**config.mk**
```make
export PLATFORM = sky130hd
export DESIGN_NAME = indexed_min_priority_queue
export DESIGN_NICKNAME = d
export VERILOG_FILES = /design/src/sv/imq_pkg.sv /design/src/sv/imq_ram.sv /design/src/sv/imq_ctrl.sv /design/src/sv/imq_datapath.sv /design/src/sv/indexed_min_priority_queue.sv
export SDC_FILE = /design/constraint.sdc
export NUM_CORES = 2
export LEC_CHECK = 0
export BUFFER_PORTS_ARGS = -buffer_cell sky130_fd_sc_hd__buf_2
export CORE_UTILIZATION = 50
export CTS_CLUSTER_DIAMETER = 50
export DETAILED_ROUTE_END_ITERATION = 10
export GPL_TIMING_DRIVEN = 0
export PLACE_DENSITY_LB_ADDON = 0.12
export SLEW_MARGIN = 20
export SYNTH_ARGS = -nofsm -noshare
export SYNTH_HDL_FRONTEND = slang
export SYNTH_SLANG_ARGS = --single-unit
```
**constraint.sdc**
```tcl
create_clock -name clock -period 6.5 [get_ports clock]
set_input_delay 0.975 -clock clock [delete_from_list [all_inputs] [get_ports clock]]
set_output_delay 0.975 -clock clock [all_outputs]
set_load 0.05 [all_outputs]
```
**src/sv/imq_pkg.sv**
```systemverilog
// Shared constants, codes and command/status types for the indexed minimum priority queue.
// Used by imq_ctrl, imq_datapath and indexed_min_priority_queue; depends on nothing.

package imq_pkg;

   localparam int VERTICES  = 64;
   localparam int VIDX_BITS = 6;
   localparam int KEY_BITS  = 32;
   localparam int CNT_BITS  = VIDX_BITS + 1;

   localparam logic [VIDX_BITS:0] SCAN_END = (VIDX_BITS + 1)'(VERTICES);

   localparam logic [1:0] ACT_INSERT = 2'd0;
   localparam logic [1:0] ACT_CHANGE = 2'd1;
   localparam logic [1:0] ACT_DELMIN = 2'd2;
   localparam logic [1:0] ACT_QUERY  = 2'd3;

   localparam logic [1:0] ST_OK     = 2'd0;
   localparam logic [1:0] ST_EMPTY  = 2'd1;
   localparam logic [1:0] ST_ABSENT = 2'd2;
   localparam logic [1:0] ST_DUP    = 2'd3;

   typedef struct packed {
      logic latch;
      logic op_simple;
      logic op_empty;
      logic scan_clear;
      logic scan_run;
      logic take_min;
      logic push;
   } cmd_type;

   typedef struct packed {
      logic [1:0] action;
      logic       count_zero;
      logic       scan_done;
      logic       out_free;
   } stat_type;

endpackage

```
**src/sv/imq_ram.sv**
```systemverilog
// Generic single-port-write, single-port-read RAM with a registered read.
// Stands alone; instanced by imq_datapath for the key store.

module imq_ram #(
   parameter int WIDTH = 32,
   parameter int DEPTH = 64
) (
   input  logic                     clock,
   input  logic                     wr_en,
   input  logic [$clog2(DEPTH)-1:0] wr_addr,
   input  logic [WIDTH-1:0]         wr_data,
   input  logic                     rd_en,
   input  logic [$clog2(DEPTH)-1:0] rd_addr,
   output logic [WIDTH-1:0]         rd_data
);

   logic [WIDTH-1:0] mem [DEPTH];

   always_ff @(posedge clock) begin
      if (wr_en) begin
         mem[wr_addr] <= wr_data;
      end
      if (rd_en) begin
         rd_data <= mem[rd_addr];
      end
   end

endmodule

```
**src/sv/imq_ctrl.sv**
```systemverilog
// Controller state machine of the priority queue: sequences accept, execute, scan and reply.
// Depends on imq_pkg for the command and status types and the action codes.

module imq_ctrl (
   input  logic              clock,
   input  logic              reset,
   input  logic              req_valid,
   output logic              req_ready,
   input  imq_pkg::stat_type stat,
   output imq_pkg::cmd_type  cmd
);

   localparam logic [2:0] S_IDLE   = 3'd0;
   localparam logic [2:0] S_EXEC   = 3'd1;
   localparam logic [2:0] S_SCAN   = 3'd2;
   localparam logic [2:0] S_REMOVE = 3'd3;
   localparam logic [2:0] S_PUSH   = 3'd4;

   logic [2:0] state_ff;
   logic [2:0] state_in;

   always_comb begin
      state_in  = state_ff;
      cmd       = '0;
      req_ready = 1'b0;
      unique case (state_ff)
         S_IDLE: begin
            req_ready = 1'b1;
            if (req_valid) begin
               cmd.latch = 1'b1;
               state_in  = S_EXEC;
            end
         end
         S_EXEC: begin
            if (stat.action == imq_pkg::ACT_DELMIN) begin
               if (stat.count_zero) begin
                  cmd.op_empty = 1'b1;
                  state_in     = S_PUSH;
               end else begin
                  cmd.scan_clear = 1'b1;
                  state_in       = S_SCAN;
               end
            end else begin
               cmd.op_simple = 1'b1;
               state_in      = S_PUSH;
            end
         end
         S_SCAN: begin
            cmd.scan_run = 1'b1;
            if (stat.scan_done) begin
               state_in = S_REMOVE;
            end
         end
         S_REMOVE: begin
            cmd.take_min = 1'b1;
            state_in     = S_PUSH;
         end
         S_PUSH: begin
            if (stat.out_free) begin
               cmd.push = 1'b1;
               state_in = S_IDLE;
            end
         end
         default: begin
            state_in = S_IDLE;
         end
      endcase
   end

   always_ff @(posedge clock) begin
      if (reset) begin
         state_ff <= S_IDLE;
      end else begin
         state_ff <= state_in;
      end
   end

endmodule

```
**src/sv/imq_datapath.sv**
```systemverilog
// Datapath of the priority queue: request latch, occupancy bits, key RAM, minimum scan
// and the response register. Depends on imq_pkg and instances imq_ram.

module imq_datapath (
   input  logic                             clock,
   input  logic                             reset,
   input  imq_pkg::cmd_type                 cmd,
   output imq_pkg::stat_type                stat,
   input  logic [1:0]                       req_action,
   input  logic [5:0]                       req_vertex,
   input  logic [31:0]                      req_key,
   output logic                             rsp_valid,
   input  logic                             rsp_ready,
   output logic [5:0]                       rsp_min_vertex,
   output logic                             rsp_present,
   output logic [1:0]                       rsp_status
);

   logic [1:0]                      action_ff;
   logic [imq_pkg::VIDX_BITS-1:0]   vertex_ff;
   logic [imq_pkg::KEY_BITS-1:0]    key_ff;
   logic [imq_pkg::VERTICES-1:0]    occ_ff;
   logic [imq_pkg::CNT_BITS-1:0]    count_ff;
   logic [imq_pkg::VIDX_BITS:0]     scan_idx_ff;
   logic                            cmp_valid_ff;
   logic [imq_pkg::VIDX_BITS-1:0]   cmp_idx_ff;
   logic                            found_ff;
   logic [imq_pkg::VIDX_BITS-1:0]   best_idx_ff;
   logic [imq_pkg::KEY_BITS-1:0]    best_key_ff;
   logic [imq_pkg::VIDX_BITS-1:0]   res_vertex_ff;
   logic                            res_present_ff;
   logic [1:0]                      res_status_ff;
   logic                            rsp_valid_ff;
   logic [5:0]                      rsp_min_vertex_ff;
   logic                            rsp_present_ff;
   logic [1:0]                      rsp_status_ff;

   logic                            occ_v;
   logic                            scan_issue;
   logic                            ram_wr_en;
   logic [imq_pkg::KEY_BITS-1:0]    ram_rd_data;
   logic                            better;

   assign occ_v      = occ_ff[vertex_ff];
   assign scan_issue = cmd.scan_run && (scan_idx_ff != imq_pkg::SCAN_END);
   assign ram_wr_en  = cmd.op_simple &&
                       (((action_ff == imq_pkg::ACT_INSERT) && !occ_v) ||
                        ((action_ff == imq_pkg::ACT_CHANGE) && occ_v));
   assign better     = cmp_valid_ff && occ_ff[cmp_idx_ff] &&
                       (!found_ff || (ram_rd_data < best_key_ff));

   imq_ram #(
      .WIDTH(imq_pkg::KEY_BITS),
      .DEPTH(imq_pkg::VERTICES)
   ) u_key_ram (
      .clock   (clock),
      .wr_en   (ram_wr_en),
      .wr_addr (vertex_ff),
      .wr_data (key_ff),
      .rd_en   (scan_issue),
      .rd_addr (scan_idx_ff[imq_pkg::VIDX_BITS-1:0]),
      .rd_data (ram_rd_data)
   );

   assign stat.action     = action_ff;
   assign stat.count_zero = (count_ff == '0);
   assign stat.scan_done  = (scan_idx_ff == imq_pkg::SCAN_END) && !cmp_valid_ff;
   assign stat.out_free   = !rsp_valid_ff || rsp_ready;

   always_ff @(posedge clock) begin
      if (cmd.latch) begin
         action_ff <= req_action;
         vertex_ff <= req_vertex;
         key_ff    <= req_key[imq_pkg::KEY_BITS-1:0];
      end

      if (cmd.scan_clear) begin
         scan_idx_ff <= '0;
      end else if (scan_issue) begin
         scan_idx_ff <= scan_idx_ff + 1'b1;
      end
      cmp_idx_ff <= scan_idx_ff[imq_pkg::VIDX_BITS-1:0];
      if (better) begin
         best_idx_ff <= cmp_idx_ff;
         best_key_ff <= ram_rd_data;
      end

      if (cmd.op_simple) begin
         res_vertex_ff  <= '0;
         res_present_ff <= (action_ff == imq_pkg::ACT_QUERY) && occ_v;
         unique case (action_ff)
            imq_pkg::ACT_INSERT: res_status_ff <= occ_v ? imq_pkg::ST_DUP : imq_pkg::ST_OK;
            imq_pkg::ACT_CHANGE: res_status_ff <= occ_v ? imq_pkg::ST_OK : imq_pkg::ST_ABSENT;
            default:             res_status_ff <= imq_pkg::ST_OK;
         endcase
      end else if (cmd.op_empty) begin
         res_vertex_ff  <= '0;
         res_present_ff <= 1'b0;
         res_status_ff  <= imq_pkg::ST_EMPTY;
      end else if (cmd.take_min) begin
         res_vertex_ff  <= found_ff ? best_idx_ff : '0;
         res_present_ff <= 1'b0;
         res_status_ff  <= found_ff ? imq_pkg::ST_OK : imq_pkg::ST_EMPTY;
      end

      if (cmd.push) begin
         rsp_min_vertex_ff <= res_vertex_ff;
         rsp_present_ff    <= res_present_ff;
         rsp_status_ff     <= res_status_ff;
      end
   end

   always_ff @(posedge clock) begin
      if (reset) begin
         occ_ff       <= '0;
         count_ff     <= '0;
         cmp_valid_ff <= 1'b0;
         found_ff     <= 1'b0;
         rsp_valid_ff <= 1'b0;
      end else begin
         cmp_valid_ff <= scan_issue;

         if (cmd.scan_clear) begin
            found_ff <= 1'b0;
         end else if (better) begin
            found_ff <= 1'b1;
         end

         if (cmd.op_simple && (action_ff == imq_pkg::ACT_INSERT) && !occ_v) begin
            occ_ff[vertex_ff] <= 1'b1;
            count_ff          <= count_ff + 1'b1;
         end else if (cmd.take_min && found_ff) begin
            occ_ff[best_idx_ff] <= 1'b0;
            count_ff            <= count_ff - 1'b1;
         end

         if (cmd.push) begin
            rsp_valid_ff <= 1'b1;
         end else if (rsp_ready) begin
            rsp_valid_ff <= 1'b0;
         end
      end
   end

   assign rsp_valid      = rsp_valid_ff;
   assign rsp_min_vertex = rsp_min_vertex_ff;
   assign rsp_present    = rsp_present_ff;
   assign rsp_status     = rsp_status_ff;

endmodule

```
**src/sv/indexed_min_priority_queue.sv**
```systemverilog
// Top level of the indexed minimum priority queue: joins controller and datapath.
// Depends on imq_pkg, imq_ctrl, imq_datapath and imq_ram.
//
//   Channel   Direction  Handshake               Payload
//   req_      in         req_valid / req_ready   action, vertex, key
//   rsp_      out        rsp_valid / rsp_ready   min_vertex, present, status
//
// One request is worked on at a time. Insert, change, query and delete minimum on an empty
// queue pass through the execute state straight to the response load.
// Delete minimum otherwise scans all 64 keys through one comparator, then removes the winner
// and loads the response; the next request is taken only after the response is loaded.
// Reset is synchronous and empties the queue at once; the key RAM is never cleared.
// A held response stalls the next result in its final cycle, and with it the input side.

module indexed_min_priority_queue (
   input  logic        clock,
   input  logic        reset,
   input  logic        req_valid,
   output logic        req_ready,
   input  logic [1:0]  req_action,
   input  logic [5:0]  req_vertex,
   input  logic [31:0] req_key,
   output logic        rsp_valid,
   input  logic        rsp_ready,
   output logic [5:0]  rsp_min_vertex,
   output logic        rsp_present,
   output logic [1:0]  rsp_status
);

   imq_pkg::cmd_type  cmd;
   imq_pkg::stat_type stat;

   imq_ctrl u_ctrl (
      .clock     (clock),
      .reset     (reset),
      .req_valid (req_valid),
      .req_ready (req_ready),
      .stat      (stat),
      .cmd       (cmd)
   );

   imq_datapath u_datapath (
      .clock          (clock),
      .reset          (reset),
      .cmd            (cmd),
      .stat           (stat),
      .req_action     (req_action),
      .req_vertex     (req_vertex),
      .req_key        (req_key),
      .rsp_valid      (rsp_valid),
      .rsp_ready      (rsp_ready),
      .rsp_min_vertex (rsp_min_vertex),
      .rsp_present    (rsp_present),
      .rsp_status     (rsp_status)
   );

   a_one_in_flight: assert property (@(posedge clock) disable iff (reset)
      (req_valid && req_ready) |=> !req_ready)
      else $error("Second request accepted while one is in progress.");

   a_empty_no_vertex: assert property (@(posedge clock) disable iff (reset)
      (rsp_valid && (rsp_status == imq_pkg::ST_EMPTY)) |-> (rsp_min_vertex == 6'd0))
      else $error("Empty-queue response carries a vertex.");

   a_present_ok: assert property (@(posedge clock) disable iff (reset)
      (rsp_valid && rsp_present) |-> (rsp_status == imq_pkg::ST_OK))
      else $error("Present flag set on a response with error status.");

   a_scan_then_push: assert property (@(posedge clock) disable iff (reset)
      cmd.take_min |=> !req_ready)
      else $error("Removal of the minimum did not lead to a response.");

endmodule
```
==> metrics <==
Wirelength per Cell=33.3 um; setup repair bufs after CTS=0; TritonCTS Buffers=229; I/O pin cnt=55; pre-CTS setup slack=1.37 ns; Die ar.=between 150000 and 200000 um2; most frequent CP cell=buf_2; pin count of the biggest net entering global routing=30; DRC Markers=0; initial core utilization=50.4%; htree depth=4; antenna viol nets, final=0; Distinct cells, synth=60; Root Driver=clkbuf_16; Power Density=around 340 nW/um2; Avg Synthesized Cell Area=23.1 um2; CTS sink count=2266; post-CTS resize count=0; unrepaired setup endpoints after global routing=no; grt ovf=0; post-DP HPWL=172 mm; share of the synthesized area in the top cell type=about 74%; initial antenna violation count=13; endpoint class of the critical path=flop; crit start category=flop; row cnt=153; Max-Cap Viols=0; synthesized net count=3876; cell taking the most area after synthesis=edfxtp_1; most frequent cell after synthesis=edfxtp_1; cells after synthesis=between 3000 and 4000; area grow syn2layout=17.5%; Post-Syn Area=87600 um2; YS warnings=0; global-route wire length before repair=332 mm; clk slew on worst S/H paths=0.06 ns; slew at the pin closest to its max-slew limit=around 1.2 ns; largest cells by area after synthesis=edfxtp_1 74%, mux4_2 18%, dfxtp_1 2.2%, o21ai_0 0.78%, clkbuf_1 0.58%; die height=between 400 and 500 um; clk buf depth=3; critical-path maximum fanout=10; async set-reset flop share out of synthesis=0%; VDD IR-drop max=about 0.25 mV; status=finished clean; max-slew violations=0; share of cells above drive strength 1=35.9%; top_reg_cell synth=edfxtp_1; vias per cell=6.19; min cycle time layout=roughly 5.2 ns; core area=roughly 170000 um2; die width=421 um; Fin Hold WS=between 0.2 and 0.3 ns; final worst-path setup slack=about 1.3 ns; final setup violation count=0; TritonRoute pass-1 iters=6; hold path cells=1; fmax=around 190 MHz; RePlAce Congestion=0.914; vias in the first global route=43300; Cell Chain, Critical Path=buf_2 > clkbuf_1 > o211ai_1 > a22oi_2 > o22ai_2 > nor4_4 > xnor2_1 > buf_6 > buf_6 > nor4_2 > buf_4 > buf_2 > buf_2 > buf_2 > buf_4; top post-synthesis cells by count=2170 x edfxtp_1, 692 x mux4_2, 136 x clkbuf_1, 136 x o21ai_0, 96 x dfxtp_1; Detailed Route Iter0 Violations=5938; crit-path max cell delay=0.76 ns; EDFF count, synth=2170; Worst EP arrival=5.81 ns; Hold Path Class=primary input to flop; Relative slew margins=22.0%; # port buffers=53; final WL=236 mm; CP max stage cell=nor4_2; hold-fix buffers at CTS=0; worst path required time=7.06 ns; Pleak=approximately 33 nW; Seq/Total Area, Yosys=76.6%; filler cell count=12400; Worst Reg-to-Reg Cells=15; Total GRT Usage=a little over a quarter; crit share post-route=between 80% and 90%; Net count, final=4667; final setup TNS=0 ns; CTS tree=yes; vias=43900; Crit Path Category=flop to flop; clock skew=0.0650 ns; final hold viol count=0; clk_lat worst skew=0.86 ns; flops & latches, synth=about 2300
==> registers in the layout (all words and copies together), names as in the netlist, 7 cells and up <==
signal,cells
u_datapath.count_ff,7
u_datapath.u_key_ram.mem,2048
u_datapath.scan_idx_ff,7
u_datapath.occ_ff,64
u_datapath.key_ff,32
u_datapath.best_key_ff,32
u_datapath.u_key_ram.rd_data,32
==> kinds of logic after synthesis <==
logic type | Yosys count | share of synthesized area, %
buffers and inverters | 249 | 1.18
muxes | 717 | 18.1
DFF | 2266 | 76.6
AOI/OAI and AO/OA | 213 | 1.40
adders and majority gates | 39 | 0.565
and+or+nand+nor | 296 | 2.08
xor gates and xnor gates | 13 | 0.130
==> area by class of cell <==
class / instances / area, um2 / share of cell area, %
antenna: 12 / 30.0 / 0.0292
buffer: 206 / 901 / 0.875
clock buffer: 282 / 5930 / 5.76
clock inverter: 132 / 1360 / 1.32
inverter: 43 / 161 / 0.157
multi-input combinational: 1278 / 20000 / 19.4
sequential: 2266 / 67100 / 65.2
tap: 2325 / 2910 / 2.83
timing repair buffer: 560 / 4570 / 4.44
==> critical path: cells and delay by family, from the launching register on <==
kind	cells	cell delay (ns)
buffers and inverters	9	2.39
AND/OR/NAND/NOR	2	1.22
AO/OA/AOI/OAI	3	0.64
flip-flops	1	0.42
XOR/XNOR	1	0.26
==> report_power, final <==
group / switching, mW / internal (mW)
clock: 5.60 / 7.24
sequential: 0.0862 / 16.1
combinational: 3.32 / 2.70
total: 9.01 / 26.0
==> layer usage <==
metal  GRT usage (%)  share of wire, %  vias up  routed length (um)
met5               0             0.024        -                  57
met4            7.46               2.7        8                6300
met3            4.30               7.7      346               18200
met2            42.7                48     1941              113000
met1            40.1                42    23800               99200
li1                -                 -    17900                   -
==> stage by stage <==
stage / total power [mW] / cells / util, % / cell area [um2]
after detailed placement: 22.6 / 6677 / 54.9 / 95600
after floorplan: 20.2 / 3793 / - / 87600
after global routing: 36.0 / 7092 / 59.1 / 103000
final: 35.1 / 7104 / 59.1 / 103000
after global placement: 22.3 / 6171 / 52.2 / 90800
after CTS: 35.3 / 7091 / 59.1 / 103000
==> layout by cell type (no fill, tap or decap), types with 43 or more instances in the layout <==
master,n
nor2b_1,73
buf_6,51
nor4_2,48
o21ai_0,136
clkbuf_1,167
inv_1,43
mux4_2,692
buf_4,127
clkinv_1,51
clkbuf_16,229
buf_2,332
dfxtp_1,96
buf_8,75
edfxtp_1,2170
==> path summary, 6_finish.rpt <==
| kind | startpoint | end | slack, ns |
|---|---|---|---|
| min | req_vertex[2] | u_datapath.vertex_ff[2] | 0.29 |
| max reg2reg | u_datapath.vertex_ff[0] | u_datapath.u_key_ram.mem[36][24] | 1.26 |
| max | u_datapath.vertex_ff[0] | u_datapath.u_key_ram.mem[36][24] | 1.26 |
| min reg2reg | u_datapath.scan_idx_ff[3] | u_datapath.cmp_idx_ff[3] | 0.34 |
(Power assumes the default switching activity.)
